`src/base64_stream_codec_defines.svh`:
```
`ifndef BASE64_STREAM_CODEC_DEFINES_SVH
`define BASE64_STREAM_CODEC_DEFINES_SVH

// plain check on every edge outside reset
`define B64_ASSERT(lbl, prop, msg) \
    lbl: assert property (@(posedge aclk) disable iff (!aresetn) prop) \
        else $error(msg);

// antecedent now, consequent in the next cycle
`define B64_ASSERT_NEXT(lbl, ante, cons, msg) \
    lbl: assert property (@(posedge aclk) disable iff (!aresetn) (ante) |=> (cons)) \
        else $error(msg);

`endif

```
`src/b64_pkg.sv`:
```
package b64_pkg;

    localparam int GROUPS_PER_LINE_DEF = 16;
    localparam int JOB_MAX = 5;
    localparam int JOB_CNT_W = 3;
    localparam int QDEPTH = 4;
    localparam int QPTR_W = $clog2(QDEPTH);

    localparam logic [7:0] CHAR_PAD = 8'h3D;
    localparam logic [7:0] CHAR_NL = 8'h0A;
    localparam logic [6:0] IDX_PAD = 7'd64;
    localparam logic [6:0] IDX_NONE = 7'd65;

    localparam logic [1:0] REG_DECODE_MODE = 2'd0;
    localparam logic [1:0] REG_URL_SAFE = 2'd1;
    localparam logic [1:0] REG_WRAP_LINES = 2'd2;

    typedef logic [JOB_MAX-1:0][7:0] job_bytes_t;

    typedef struct packed {
        job_bytes_t bytes;
        logic [JOB_CNT_W-1:0] count;
    } job_t;

    typedef struct packed {
        logic decode_mode;
        logic url_safe;
        logic wrap_lines;
    } cfg_t;

    typedef struct packed {
        logic full;
        logic empty;
    } q_stat_t;

    function automatic logic [7:0] alpha_char(input logic [5:0] idx, input logic url);
        logic [7:0] i8;
        i8 = {2'b00, idx};
        if (idx < 6'd26) return 8'h41 + i8;
        else if (idx < 6'd52) return 8'h61 + i8 - 8'd26;
        else if (idx < 6'd62) return 8'h30 + i8 - 8'd52;
        else if (idx == 6'd62) return url ? 8'h2D : 8'h2B;
        else return url ? 8'h5F : 8'h2F;
    endfunction

    function automatic logic [6:0] alpha_index(input logic [7:0] c, input logic url);
        logic [7:0] d;
        d = 8'd0;
        if (c >= 8'h41 && c <= 8'h5A) begin
            d = c - 8'h41;
            return d[6:0];
        end else if (c >= 8'h61 && c <= 8'h7A) begin
            d = c - 8'h61 + 8'd26;
            return d[6:0];
        end else if (c >= 8'h30 && c <= 8'h39) begin
            d = c - 8'h30 + 8'd52;
            return d[6:0];
        end else if (c == (url ? 8'h2D : 8'h2B)) return 7'd62;
        else if (c == (url ? 8'h5F : 8'h2F)) return 7'd63;
        else if (c == CHAR_PAD) return IDX_PAD;
        else return IDX_NONE;
    endfunction

endpackage

```
`src/b64_front.sv`:
```
module b64_front
    import b64_pkg::*;
#(
    parameter int GROUPS_PER_LINE = GROUPS_PER_LINE_DEF
) (
    input  logic       aclk,
    input  logic       aresetn,
    input  cfg_t       cfg,
    input  logic       s_tvalid,
    output logic       s_tready,
    input  logic [7:0] s_tdata,
    input  logic       s_tlast,
    input  logic       q_full,
    output logic       q_push,
    output job_t       push_job
);

    localparam int LGC_W = (GROUPS_PER_LINE > 1) ? $clog2(GROUPS_PER_LINE) : 1;
    localparam logic [LGC_W-1:0] LGC_MAX = LGC_W'(GROUPS_PER_LINE - 1);

    logic [23:0]      group_bits_reg, group_bits_next;
    logic [1:0]       fill_count_reg, fill_count_next;
    logic [LGC_W-1:0] line_count_reg, line_count_next;
    logic             any_group_reg, any_group_next;
    logic             stopped_reg, stopped_next;
    logic             accept;
    job_t             job;

    assign s_tready = !q_full;
    assign accept   = s_tvalid && s_tready;
    assign q_push   = accept && (job.count != '0);
    assign push_job = job;

    always_comb begin
        logic [1:0]  enc_pos;
        logic [1:0]  enc_fill;
        logic [23:0] enc_gb;
        logic        enc_nl;
        logic [7:0]  ch [4];
        logic [6:0]  dec_idx;
        logic [23:0] dec_gb;
        logic [2:0]  dec_fc;
        logic [23:0] flush_v;

        group_bits_next = group_bits_reg;
        fill_count_next = fill_count_reg;
        line_count_next = line_count_reg;
        any_group_next  = any_group_reg;
        stopped_next    = stopped_reg;
        job             = '0;
        enc_pos  = '0;
        enc_fill = '0;
        enc_gb   = '0;
        enc_nl   = 1'b0;
        for (int i = 0; i < 4; i++) ch[i] = CHAR_PAD;
        dec_idx  = IDX_NONE;
        dec_gb   = '0;
        dec_fc   = '0;
        flush_v  = '0;

        if (!cfg.decode_mode) begin
            enc_pos = (fill_count_reg == 2'd3) ? 2'd2 : fill_count_reg;
            case (enc_pos)
                2'd0:    enc_gb = group_bits_reg | {s_tdata, 16'h0000};
                2'd1:    enc_gb = group_bits_reg | {8'h00, s_tdata, 8'h00};
                default: enc_gb = group_bits_reg | {16'h0000, s_tdata};
            endcase
            enc_fill = enc_pos + 2'd1;
            group_bits_next = enc_gb;
            fill_count_next = enc_fill;
            if (enc_fill == 2'd3 || s_tlast) begin
                if (cfg.wrap_lines) begin
                    enc_nl = any_group_reg && (line_count_reg == '0);
                    line_count_next = (line_count_reg == LGC_MAX) ? '0
                                                                  : line_count_reg + 1'b1;
                    any_group_next = 1'b1;
                end
                for (int i = 0; i < 4; i++) begin
                    if (i <= int'(enc_fill))
                        ch[i] = alpha_char(enc_gb[23 - 6*i -: 6], cfg.url_safe);
                end
                if (enc_nl) begin
                    job.bytes[0] = CHAR_NL;
                    for (int i = 0; i < 4; i++) job.bytes[i+1] = ch[i];
                    job.count = JOB_CNT_W'(5);
                end else begin
                    for (int i = 0; i < 4; i++) job.bytes[i] = ch[i];
                    job.count = JOB_CNT_W'(4);
                end
                group_bits_next = '0;
                fill_count_next = '0;
            end
        end else if (!stopped_reg) begin
            dec_idx = alpha_index(s_tdata, cfg.url_safe);
            dec_gb  = group_bits_reg;
            dec_fc  = {1'b0, fill_count_reg};
            if (dec_idx < IDX_PAD) begin
                dec_gb = {group_bits_reg[17:0], dec_idx[5:0]};
                dec_fc = {1'b0, fill_count_reg} + 3'd1;
            end
            if (dec_fc == 3'd4) begin
                job.bytes[0] = dec_gb[23:16];
                job.bytes[1] = dec_gb[15:8];
                job.bytes[2] = dec_gb[7:0];
                job.count = JOB_CNT_W'(3);
                group_bits_next = '0;
                fill_count_next = '0;
            end else begin
                group_bits_next = dec_gb;
                fill_count_next = dec_fc[1:0];
                if (dec_idx == IDX_PAD || s_tlast) begin
                    // left-align the pending codes, then take whole bytes
                    case (dec_fc[1:0])
                        2'd0:    flush_v = '0;
                        2'd1:    flush_v = {dec_gb[5:0], 18'h0};
                        2'd2:    flush_v = {dec_gb[11:0], 12'h0};
                        default: flush_v = {dec_gb[17:0], 6'h0};
                    endcase
                    job.bytes[0] = flush_v[23:16];
                    job.bytes[1] = flush_v[15:8];
                    job.count = (dec_fc[1:0] >= 2'd2) ? JOB_CNT_W'(dec_fc[1:0] - 2'd1) : '0;
                    group_bits_next = '0;
                    fill_count_next = '0;
                end
                if (dec_idx == IDX_PAD) stopped_next = 1'b1;
            end
        end

        if (s_tlast) begin
            group_bits_next = '0;
            fill_count_next = '0;
            line_count_next = '0;
            any_group_next  = 1'b0;
            stopped_next    = 1'b0;
        end
    end

    always_ff @(posedge aclk) begin
        if (!aresetn) begin
            group_bits_reg <= '0;
            fill_count_reg <= '0;
            line_count_reg <= '0;
            any_group_reg  <= 1'b0;
            stopped_reg    <= 1'b0;
        end else if (accept) begin
            group_bits_reg <= group_bits_next;
            fill_count_reg <= fill_count_next;
            line_count_reg <= line_count_next;
            any_group_reg  <= any_group_next;
            stopped_reg    <= stopped_next;
        end
    end

endmodule

```
`src/b64_queue.sv`:
```
module b64_queue
    import b64_pkg::*;
(
    input  logic    aclk,
    input  logic    aresetn,
    input  logic    push,
    input  job_t    push_job,
    input  logic    pop,
    output job_t    head_job,
    output q_stat_t stat
);

    job_t              mem [QDEPTH];
    logic [QPTR_W-1:0] wr_ptr_reg, wr_ptr_next;
    logic [QPTR_W-1:0] rd_ptr_reg, rd_ptr_next;
    logic [QPTR_W:0]   count_reg, count_next;
    logic              do_push, do_pop;

    assign stat.full  = (count_reg == (QPTR_W+1)'(QDEPTH));
    assign stat.empty = (count_reg == '0);
    assign do_push    = push && !stat.full;
    assign do_pop     = pop && !stat.empty;
    assign head_job   = mem[rd_ptr_reg];

    always_comb begin
        wr_ptr_next = do_push ? wr_ptr_reg + 1'b1 : wr_ptr_reg;
        rd_ptr_next = do_pop ? rd_ptr_reg + 1'b1 : rd_ptr_reg;
        count_next  = count_reg;
        case ({do_push, do_pop})
            2'b10:   count_next = count_reg + 1'b1;
            2'b01:   count_next = count_reg - 1'b1;
            default: count_next = count_reg;
        endcase
    end

    always_ff @(posedge aclk) begin
        if (do_push) mem[wr_ptr_reg] <= push_job;
    end

    always_ff @(posedge aclk) begin
        if (!aresetn) begin
            wr_ptr_reg <= '0;
            rd_ptr_reg <= '0;
            count_reg  <= '0;
        end else begin
            wr_ptr_reg <= wr_ptr_next;
            rd_ptr_reg <= rd_ptr_next;
            count_reg  <= count_next;
        end
    end

endmodule

```
`src/b64_back.sv`:
```
module b64_back
    import b64_pkg::*;
(
    input  logic       aclk,
    input  logic       aresetn,
    input  job_t       head_job,
    input  q_stat_t    q_stat,
    output logic       pop,
    output logic       m_tvalid,
    input  logic       m_tready,
    output logic [7:0] m_tdata,
    output logic       m_tlast
);

    job_bytes_t           data_reg, data_next;
    logic [JOB_CNT_W-1:0] cnt_reg, cnt_next;
    logic                 take;

    assign m_tvalid = (cnt_reg != '0);
    assign m_tdata  = data_reg[0];
    assign m_tlast  = (cnt_reg == JOB_CNT_W'(1));
    assign take     = m_tvalid && m_tready;
    // load when idle, or reload as the last word of the current job leaves
    assign pop      = !q_stat.empty && (!m_tvalid || (m_tlast && m_tready));

    always_comb begin
        data_next = data_reg;
        cnt_next  = cnt_reg;
        if (pop) begin
            data_next = head_job.bytes;
            cnt_next  = head_job.count;
        end else if (take) begin
            data_next = job_bytes_t'(data_reg >> 8);
            cnt_next  = cnt_reg - 1'b1;
        end
    end

    always_ff @(posedge aclk) begin
        data_reg <= data_next;
    end

    always_ff @(posedge aclk) begin
        if (!aresetn) begin
            cnt_reg <= '0;
        end else begin
            cnt_reg <= cnt_next;
        end
    end

endmodule

```
`src/base64_stream_codec.sv`:
```
// Base64 encoder and decoder on a byte stream. One byte or character enters per word
// on the s_ side, tlast marking stream end; results leave one byte per word on the m_
// side, tlast marking the last result of an input word. A word is accepted in any cycle
// in which the four-entry job queue has room; each accepted word becomes at most one job
// of up to five output words. The output port moves one word per cycle while m_tready
// is high; encoding gives 4 output words per 3 input bytes (5 when a newline is
// inserted), and decoding keeps pace, as four characters give only three output words.
// Configuration is written through cfg_we/cfg_index/cfg_wdata: 0 decode_mode,
// 1 url_safe, 2 wrap_lines.
`include "base64_stream_codec_defines.svh"

module base64_stream_codec
    import b64_pkg::*;
#(
    parameter int GROUPS_PER_LINE = GROUPS_PER_LINE_DEF
) (
    input  logic       aclk,
    input  logic       aresetn,
    input  logic       cfg_we,
    input  logic [1:0] cfg_index,
    input  logic [0:0] cfg_wdata,
    input  logic       s_tvalid,
    output logic       s_tready,
    input  logic [7:0] s_tdata,   // data_byte
    input  logic       s_tlast,
    output logic       m_tvalid,
    input  logic       m_tready,
    output logic [7:0] m_tdata,   // out_byte
    output logic       m_tlast
);

    cfg_t    cfg_reg;
    logic    q_push;
    logic    q_pop;
    job_t    push_job;
    job_t    head_job;
    q_stat_t q_stat;
    logic    job_cnt_ok;

    always_ff @(posedge aclk) begin
        if (!aresetn) begin
            cfg_reg <= '0;
        end else if (cfg_we) begin
            unique case (cfg_index)
                REG_DECODE_MODE: cfg_reg.decode_mode <= cfg_wdata[0];
                REG_URL_SAFE:    cfg_reg.url_safe    <= cfg_wdata[0];
                REG_WRAP_LINES:  cfg_reg.wrap_lines  <= cfg_wdata[0];
                default: ;
            endcase
        end
    end

    b64_front #(
        .GROUPS_PER_LINE(GROUPS_PER_LINE)
    ) u_front (
        .aclk     (aclk),
        .aresetn  (aresetn),
        .cfg      (cfg_reg),
        .s_tvalid (s_tvalid),
        .s_tready (s_tready),
        .s_tdata  (s_tdata),
        .s_tlast  (s_tlast),
        .q_full   (q_stat.full),
        .q_push   (q_push),
        .push_job (push_job)
    );

    b64_queue u_queue (
        .aclk     (aclk),
        .aresetn  (aresetn),
        .push     (q_push),
        .push_job (push_job),
        .pop      (q_pop),
        .head_job (head_job),
        .stat     (q_stat)
    );

    b64_back u_back (
        .aclk     (aclk),
        .aresetn  (aresetn),
        .head_job (head_job),
        .q_stat   (q_stat),
        .pop      (q_pop),
        .m_tvalid (m_tvalid),
        .m_tready (m_tready),
        .m_tdata  (m_tdata),
        .m_tlast  (m_tlast)
    );

    assign job_cnt_ok = (push_job.count != '0) && (push_job.count <= JOB_CNT_W'(JOB_MAX));

    `B64_ASSERT(a_no_overflow, q_push |-> !q_stat.full, "job pushed into a full queue")
    `B64_ASSERT(a_job_count, q_push |-> job_cnt_ok, "job word count out of range")
    `B64_ASSERT_NEXT(a_out_load, !m_tvalid && !q_stat.empty, m_tvalid, "queued job not loaded")

endmodule

```
`config.mk`:
```
export PLATFORM = sky130hd
export DESIGN_NAME = base64_stream_codec
export DESIGN_NICKNAME = d
export VERILOG_FILES = /design/src/b64_pkg.sv /design/src/b64_front.sv /design/src/b64_queue.sv /design/src/b64_back.sv /design/src/base64_stream_codec.sv
export VERILOG_INCLUDE_DIRS = /design/src /design/src/src
export SDC_FILE = /design/constraint.sdc
export NUM_CORES = 1
export LEC_CHECK = 0
export BUFFER_PORTS_ARGS = -buffer_cell sky130_fd_sc_hd__buf_2
export CAP_MARGIN = 20
export CORE_MARGIN = 2
export CORE_UTILIZATION = 45
export CTS_CLUSTER_DIAMETER = 150
export CTS_CLUSTER_SIZE = 40
export DETAILED_ROUTE_END_ITERATION = 7
export SLEW_MARGIN = 20
export SYNTH_ARGS = -nofsm -noshare
export SYNTH_HDL_FRONTEND = slang
export SYNTH_HIERARCHICAL = 1
export SYNTH_SLANG_ARGS = --single-unit
```
`constraint.sdc`:
```
create_clock -name aclk -period 5.6 [get_ports aclk]
set_input_delay 0.84 -clock aclk [delete_from_list [all_inputs] [get_ports aclk]]
set_output_delay 0.84 -clock aclk [all_outputs]
set_load 0.05 [all_outputs]
```
==> results of run 1 <==
-- tightest hold or removal path, cell delays in order, from the launching register on --
cell     delay [ps]
dfxtp_1         330
inv_1            50
a21oi_1          50
-- where the power goes --
group | leakage [nW] | internal (mW) | switching (mW) | total (mW)
clock | 0.152 | 0.373 | 0.568 | 0.941
combinational | 2.75 | 0.491 | 1.04 | 1.53
sequential | 2.40 | 2.48 | 0.108 | 2.58
-- cell type report --
cell class / count / area, um2 / area share, %
Clock buffer: 13 / 283 / 1.88
Clock inverter: 2 / 23.8 / 0.158
Inverter: 52 / 200 / 1.33
Multi-Input combinational cell: 898 / 6270 / 41.8
Sequential cell: 259 / 7310 / 48.7
Tap cell: 402 / 503 / 3.35
Timing Repair Buffer: 58 / 418 / 2.78
-- cell usage in the layout (no fill, tap or decap), drive strengths merged, types with 24 or more instances in the layout --
master / netlist / layout
edfxtp: 212 / 212
ha: 42 / 42
o21ai: 64 / 64
buf: 48 / 58
a21oi: 78 / 78
inv: 51 / 53
nand3: 30 / 30
nand2: 199 / 199
mux4: 43 / 43
nor2: 95 / 95
nor3: 24 / 24
dfxtp: 47 / 47
-- through the flow --
stage | setup slack, ps | std cells | total power [mW] | cell area [um2] | utilization, %
after floorplan | 785 | 1295 | 3.79 | 14300 | -
after global placement | 521 | 1669 | 4.15 | 14700 | 46.8
after detailed placement | 494 | 1669 | 4.17 | 14700 | 46.8
after CTS | 990 | 1684 | 5.09 | 15000 | 47.8
after global routing | 693 | 1684 | 5.31 | 15000 | 47.8
final | 906 | 1684 | 5.05 | 15000 | 47.8
-- worst max-delay path by stage --
| stage | start | to | depth (start not counted) |
|---|---|---|---|
| 2_1_floorplan | s_tdata[2] | u_queue/mem[0][0] | 13 |
| 3_3_place_gp | s_tdata[2] | u_queue/count_reg[2] | 20 |
| 3_5_place_dp | s_tdata[2] | u_queue/count_reg[2] | 20 |
| 4_1_cts | s_tdata[2] | u_queue/count_reg[2] | 20 |
| 5_1_grt | s_tdata[2] | u_queue/count_reg[2] | 20 |
| 6_report | s_tdata[2] | u_queue/count_reg[2] | 20 |
-- per-layer routing --
layer	GRT usage [%]	vias to the layer above	wire length, um
li1	-	4789	-
met1	31.9	5027	16600
met2	36.3	343	17300
met3	3.69	68	2470
met4	6.55	0	1160
met5	0	-	0
-- cell families after synthesis --
kind of cell | count (synthesis)
AND/OR/NAND/NOR | 467
AO/OA/AOI/OAI | 307
flip-flops | 259
buffers and inverters | 138
multiplexers | 65
adder cells (fa/ha/maj) | 43
XOR/XNOR | 16
==> out/metrics.yaml, run 1 <==
placed_design:
  dp_hpwl_um: 26300
  io_buffers: 27
  gp_congestion: 1.00
global_route:
  grt_max_degree: 46
  grt_use_total_pct: 22.6
  grt_pass1_wl_um: 57900
  antenna_found_initial: 0
  grt_pass1_vias: 9863
  grt_overflow_total: 0
finish:
  num-nets-final: 1339
  n_fill_cell: 2858
  antenna_cells: 0
  drive_gt1_share_pct: 11.8
  largest_register_ffs: 172
  area_growth_pct: 5.22
yosys:
  synth_compound_area_share_pct: 14.9
  synth.largest_area_cell: "edfxtp_1"
  synth-adder-area-share_pct: 3.82
  async_flop_share_pct: 0
  post-synth-top-count-cell: "edfxtp_1"
  synth_cell_type_count: 94
  syn_area_per_cell_um2: 11.0
  synth-simple-area-share_pct: 15.8
  synth_area_um2: 14300
  synthesis.instances: 1295
  ys_seq_area_share_pct: 51.2
  synth-edff-count: 212
  yosysWarningCount: 6
  ys.flop_type: "edfxtp_1"
  synth_seq_cells: 259
  synthMuxAreaShare_pct: 8.35
  synth-xor-area-share_pct: 0.982
  synth_common_cells: "edfxtp_1 (212), nand2_1 (198), nor2_1 (93), a21oi_1 (78), o21ai_0 (56)"
  synth_top_cells_by_area: "edfxtp_1 (45%), mux4_2 (6.8%), dfxtp_1 (6.6%)"
  syn_nets: 1355
  synth.top_cell.area_share_pct: 44.6
  synth_top_family_by_area: "simple AND/OR/NAND/NOR gates"
worst_setup_path:
  reg2reg_depth: 14
  crit_type: "primary input to register"
  setup.worst_path.end_class: "register"
  reg2reg_slack_ps: 1330
  reg2reg_from: "u_front/fill_count_reg[0]"
  critPathMaxStageDelay_ps: 460
  regToRegEndpoint: "u_queue/mem[2][21]"
  path_max_fanout: 14
  crit_top_cell: "nand2_1"
  start_kind: "primary input"
  worstPathArrival_ps: 5110
  crit_family: "compound AO/OA/AOI/OAI gates"
  cp_num_buf_inv: 5
  crit_chain: "buf_2 -> inv_1 -> ha_1 -> nor2b_1 -> o21ai_0 -> nand2_1 -> o2111ai_1 -> nand2_1 -> a41o_1 -> nand2_1 -> a31oi_1 -> nor2b_1 -> buf_4 -> inv_2 -> ha_1 -> inv_1 -> fa_1 -> xor2_1 -> or3_1 -> a21boi_1"
  cp.required_ps: 6010
  crit_slowest_cell: "o21ai_0"
clock_tree:
  numCtsBuffers: 10
  cts_setup_buffers: 0
  clk_latency_ps: 500
  clock_path_buffers: 3
  ctsRootBufferMaster: "clkbuf_16"
  cts_sinks: 259
  cts_tree: "yes"
  cts.reportedPaths.clkPinSlew_ps: 120
  post_cts_resize_count: 0
  cts_hold_buf: 0
  htreeDepth: 1
floorplan:
  rows: 65
  die_x_um: 182
  design.core.area_um2: 31400
  die_area_um2: 33100
  io_pins: 28
  start_util_pct: 45.4
  die_h_um: 182
route:
  ant_nets: 0
  detail_route.wirelength_um: 37600
  drt-initial-drc-count: 1065
  wl_per_cell_um: 22.3
  viasPerCell: 6.07
  vias: 10200
  dr.pass1.iters: 5
  drc: 0
status:
  status: "finished, final reports clean"
hold_path:
  holdPathEnd: "u_front/any_group_reg"
  hold_class: "register to register"
  whs_path_depth: 2
  hp-start: "u_front/any_group_reg"
power_and_ir_drop:
  p_leak_nw: 5.30
  irDropWorstVdd_mv: 0.309
  power.density_nw_per_um2: 337
timing:
  setup_tns_ps: 0
  fin_crit_ps: 4690
  maxSlewHeadroom_pct: 32.2
  hold_viol: 0
  timing.fmax_ghz: 0.213
  skew_ps: 27.4
  hold_slack_ps: 466
  slew_viol_final: 0
  tightest_slew_ps: 1000
  setup_viol: 0
  grt_setup_unrepaired: "false"
  finalCritPeriodShare_pct: 83.8
job:
  max-cap-violations: 0
No activity file was read; power rests on OpenSTA's default activity.
==> run 2: changes to the inputs <==
Settings changed: ABC_AREA set to 1.
Clock period 5.6 ns to 4 ns, I/O delays scaled along.
==> run 2 against run 1 <==
Compared with the run above:
- via count rose by 15%
- non-clock buffer count increased by 28
- clock skew down 6.5 ps
- worst setup slack got worse by 650 ps
- sequential power is 46% higher
- utilization up 0.98 points
- wire length grew 7.3%
- sequential cell count stayed put
- die area up 3.9%
- first-iteration DRC count down 5.1%
- sequential share of layout area shrank 2.7 points
- critical endpoint is now u_queue/mem[2][7]
==> out/metrics.yaml, run 2 <==
global_route:
  grt_overflow_total: 0
  grt_use_total_pct: 23.7
  grt_pass1_vias: 11000
  grt_pass1_wl_um: 63200
  grt_max_degree: 87
  antenna_found_initial: 0
timing:
  finalCritPeriodShare_pct: 93.5
  maxSlewHeadroom_pct: 37.5
  tightest_slew_ps: 937
  grt_setup_unrepaired: "false"
  timing.fmax_ghz: 0.267
  skew_ps: 20.9
  fin_crit_ps: 3740
  slew_viol_final: 0
  fin_ws_ps: 259
  setup_viol: 0
  hold_viol: 0
hold_path:
  hold_class: "primary input to register"
clock_tree:
  clock_path_buffers: 3
  clk_latency_ps: 490
  cts.reportedPaths.clkPinSlew_ps: 140
  numCtsBuffers: 10
  htreeDepth: 1
  cts_setup_buffers: 0
  ctsRootBufferMaster: "clkbuf_16"
  cts_sinks: 259
  cts_tree: "yes"
finish:
  n_fill_cell: 3117
  mostFrequentLayoutCells: "nand2_1 (274), edfxtp_1 (212), nor2_1 (173)"
  num-nets-final: 1759
  antenna_cells: 0
  area_growth_pct: 7.04
  drive_gt1_share_pct: 14.2
  layout_commonest_cell: "nand2_1"
  largest_register_ffs: 172
placed_design:
  io_buffers: 27
  dp_slack_ps: 34.3
  dp_hpwl_um: 29000
  gp_congestion: 0.956
route:
  viasPerCell: 5.46
  detail_route.wirelength_um: 40300
  vias: 11700
  drc: 0
  dr.pass1.iters: 6
  ant_nets: 0
  drt-initial-drc-count: 1011
  wl_per_cell_um: 18.8
floorplan:
  start_util_pct: 45.6
  rows: 66
  design.core.area_um2: 32500
  io_pins: 28
  die_area_um2: 34400
  die_h_um: 186
  die_x_um: 186
yosys:
  post-synth-top-count-cell: "nand2_1"
  synth_top_cells_by_area: "edfxtp_1 (43%), nand2_1 (6.9%), dfxtp_1 (6.3%)"
  yosysWarningCount: 6
  synth_area_um2: 14800
  synth_cell_type_count: 56
  async_flop_share_pct: 0
  synth.largest_area_cell: "edfxtp_1"
  syn_area_per_cell_um2: 8.85
  syn_nets: 1736
  ys.flop_type: "edfxtp_1"
  synth_seq_cells: 259
  synth-edff-count: 212
  synthesis.instances: 1676
  ys_seq_area_share_pct: 49.3
  synth.top_cell.area_share_pct: 42.9
  synth_common_cells: "nand2_1 (274), edfxtp_1 (212), nor2_1 (177), o21ai_0 (161), inv_1 (159)"
worst_setup_path:
  setup.worst_path.end_class: "register"
  cp.required_ps: 4190
  crit_type: "register to register"
  path_max_fanout: 8
  start_kind: "register"
  worstPathArrival_ps: 3930
power_and_ir_drop:
  irDropWorstVdd_mv: 0.463
  p_leak_nw: 6.31
  p_total_mw: 9.03
  power.density_nw_per_um2: 569
status:
  status: "finished, final reports clean"
job:
  max-cap-violations: 0
[run 2: through the flow]
stage,hold WS (ps),util [%],std cells,TNS (ps),instance area (um2)
CTS,349,48.8,2144,0,15900
floorplan,444,-,1676,-77250,14800
global route,368,48.8,2144,0,15900
finish,362,48.8,2144,0,15900
global placement,459,47.8,2129,0,15600
detailed placement,465,47.8,2129,0,15600
[run 2: path summary, 6_finish.rpt]
path	from	to	slack [ps]	cells past startpoint
worst max-delay path	u_front/fill_count_reg[0]	u_queue/mem[2][7]	260	14
worst min register to register	u_front/any_group_reg	u_front/any_group_reg	480	2
worst min-delay path	cfg_wdata	cfg_reg[1]	360	3
worst max register to register	u_front/fill_count_reg[0]	u_queue/mem[2][7]	260	14
[run 2: final cells by class]
class                      instances  area [um2]  area share, %
multi-input combinational       1160        6360           40.1
clock buffer                      13         283           1.78
timing repair buffer              86         653           4.11
inverter                         182         696           4.38
clock inverter                     2        25.0          0.158
tap                              442         553           3.48
sequential                       259        7310           46.0
[run 2: what timing repair did]
action / in CTS / in global routing
hold buffers: 0 / 0
resized for setup: 0 / 1
endpoints found under the setup margin: 0 / 13
[run 2: kinds of logic after synthesis]
group                    after synthesis  synth area share [%]
XOR/XNOR                              26                  1.54
flip-flops                           259                  49.3
buffers and inverters                257                  8.17
AND/OR/NAND/NOR                      673                  21.6
adder cells (fa/ha/maj)               43                  3.68
AO/OA/AOI/OAI                        418                  15.8
[run 2: where the power goes]
group | switching, mW | internal, mW
sequential | 0.147 | 3.62
combinational | 2.82 | 1.11
clock | 0.802 | 0.522
[run 2: metal layers]
metal	global-route usage, %	part of all wire (%)	vias up	wire length (um)
met5	0	0	-	0
met3	2.70	5.1	69	2060
li1	-	-	5748	-
met2	39.9	48	349	19200
met1	32.1	44	5544	17900
met4	7.21	2.9	0	1160
[run 2: worst max-delay path, stage by stage (launching register included)]
cell and delay [ps]:
dfxtp_1 420, inv_1 120, ha_1 490, inv_2 190, o21ai_2 360, ha_1 260
inv_1 80, nor3_2 420, o21ai_0 210, inv_1 110, nor2_1 40, o21ai_1 350
nor2_1 70, a21oi_1 130, nand2_1 190
==> run 3: changes to the inputs <==
Settings changed: ABC_AREA 1 to unset.
==> run 3 against run 2 <==
Compared with the run above:
- final cell count decreased by 18%
- design area decreased by 1.5%
- utilization increased by 1.0 points
- clock power about the same
- wire length decreased by 5.6%
- sequential share of layout area increased by 0.69 points
- register-to-register slack about the same
- clock skew decreased by 2.1 ps
- via count decreased by 9.5%
- clock-buffer cell count increased by 1
- sequential power decreased by 4%
==> out/metrics.yaml, run 3 (synthesized netlist as in run 1, its figures left out) <==
timing:
  skew_ps: 18.7
  hold_slack_ps: 383
  finalCritPeriodShare_pct: 93.3
  tightest_slew_ps: 830
  timing.fmax_ghz: 0.268
  slew_viol_final: 0
  setup_viol: 0
  maxSlewHeadroom_pct: 44.6
  hold_viol: 0
  fin_crit_ps: 3730
  grt_setup_unrepaired: "false"
finish:
  stdcell_count: 1759
  mostFrequentLayoutCells: "edfxtp_1 (212), nand2_1 (196), buf_4 (97)"
  area_growth_pct: 9.66
  antenna_cells: 0
  layout_commonest_cell: "edfxtp_1"
  drive_gt1_share_pct: 16.9
  num-nets-final: 1413
  finalInstanceArea_um2: 15600
  largest_register_ffs: 172
clock_tree:
  cts_hold_buf: 0
  cts_tree: "yes"
  cts.reportedPaths.clkPinSlew_ps: 140
  clk_latency_ps: 500
  htreeDepth: 1
  post_cts_resize_count: 0
  clock_path_buffers: 3
  numCtsBuffers: 10
  ctsRootBufferMaster: "clkbuf_16"
  cts_setup_buffers: 0
  cts_sinks: 259
floorplan:
  start_util_pct: 45.4
  die_area_um2: 33100
  io_pins: 28
  die_h_um: 182
  design.core.area_um2: 31400
  rows: 65
  die_x_um: 182
route:
  dr.pass1.iters: 6
  detail_route.wirelength_um: 38000
  viasPerCell: 6.02
  drt-initial-drc-count: 1092
  drc: 0
  ant_nets: 0
  wl_per_cell_um: 21.6
  vias: 10600
power_and_ir_drop:
  irDropWorstVdd_mv: 0.286
  p_leak_nw: 5.68
  switching_share_pct: 33.7
  p_comb_share_pct: 31.3
  p_int_mw: 4.77
  p_sw_mw: 2.42
  seqPwrFrac_pct: 50.3
  power.density_nw_per_um2: 460
  pwr-share-clk_pct: 18.4
worst_setup_path:
  crit_type: "register to register"
  worstPathArrival_ps: 3920
  path_max_fanout: 10
  crit_family: "compound AO/OA/AOI/OAI gates"
  crit_slowest_cell: "a211oi_1"
  setup.worst_path.end_class: "register"
  cp_num_buf_inv: 3
  start_kind: "register"
  critPathMaxStageDelay_ps: 680
  crit_chain: "inv_1 -> ha_1 -> nor3b_1 -> buf_4 -> or2_2 -> inv_1 -> ha_1 -> a21oi_1 -> o21ai_1 -> nand2_1 -> o221ai_1 -> a21oi_1 -> a211oi_1"
  cp.required_ps: 4190
global_route:
  grt_pass1_wl_um: 57800
  grt_use_total_pct: 22.6
  grt_overflow_total: 0
  grt_max_degree: 45
  antenna_found_initial: 0
  grt_pass1_vias: 9842
placed_design:
  gp_congestion: 0.971
  io_buffers: 27
  dp_hpwl_um: 28300
  dpl_cell_area_um2: 15300
  dp_cells: 1743
status:
  status: "finished, final reports clean"
job:
  max-cap-violations: 0
hold_path:
  hold_class: "primary input to register"
## run 3: cell types whose count changed in the layout (fill, tap and decap cells not counted), sizes merged, moves of 13 or more
cell / delta
nand2: -153
and2: +22
mux2i: +20
nand3: -66
a21o: +17
mux4: +43
xor2: -13
buf: +46
inv: -130
a21oi: -35
o22ai: -43
o21ai: -142
nor2: -97
## run 3: routing by layer
metal | wire length (um) | GRT usage [%]
met3 | 2540 | 2.83
met4 | 942 | 5.52
met2 | 17400 | 36.2
met1 | 17100 | 32.7
met5 | 0 | 0
## run 3: area by class of cell
cell class	instances	area, um2
fill	2819	15700
multi-input combinational	898	6300
tap	402	503
inverter	52	200
clock buffer	14	287
timing repair buffer	132	1020
clock inverter	2	23.8
sequential	259	7310
## run 3: final timing paths
path | from | to | slack, ps | depth (start not counted)
setup / recovery | u_front/fill_count_reg[1] | u_queue/mem[1][29] | 270 | 13
hold / removal | cfg_index[0] | cfg_reg[2] | 380 | 3
setup reg to reg | u_front/fill_count_reg[1] | u_queue/mem[1][29] | 270 | 13
hold reg to reg | u_front/any_group_reg | u_front/any_group_reg | 460 | 2
## run 3: tightest hold or removal path, cell delays in order
cell     delay (ps)
buf_2           100
nor3b_2          50
mux2i_1         100
## run 3: through the flow
stage	util (%)	setup slack [ps]	TNS, ps	total power [mW]
floorplan	-	4.92	0	5.31
global placement	48.8	-25.8	-34.6	5.92
detailed placement	48.8	-104	-491	5.93
CTS	49.8	348	0	7.24
global route	49.8	97.6	0	7.54
finish	49.8	269	0	7.19
## run 3: power by group through the flow
stage	clock network [mW]	logic, mW	registers (mW)
floorplan	0	1.69	3.62
global placement	0	2.25	3.67
detailed placement	0	2.25	3.68
CTS	1.36	2.26	3.62
global route	1.44	2.45	3.65
finish	1.32	2.25	3.61
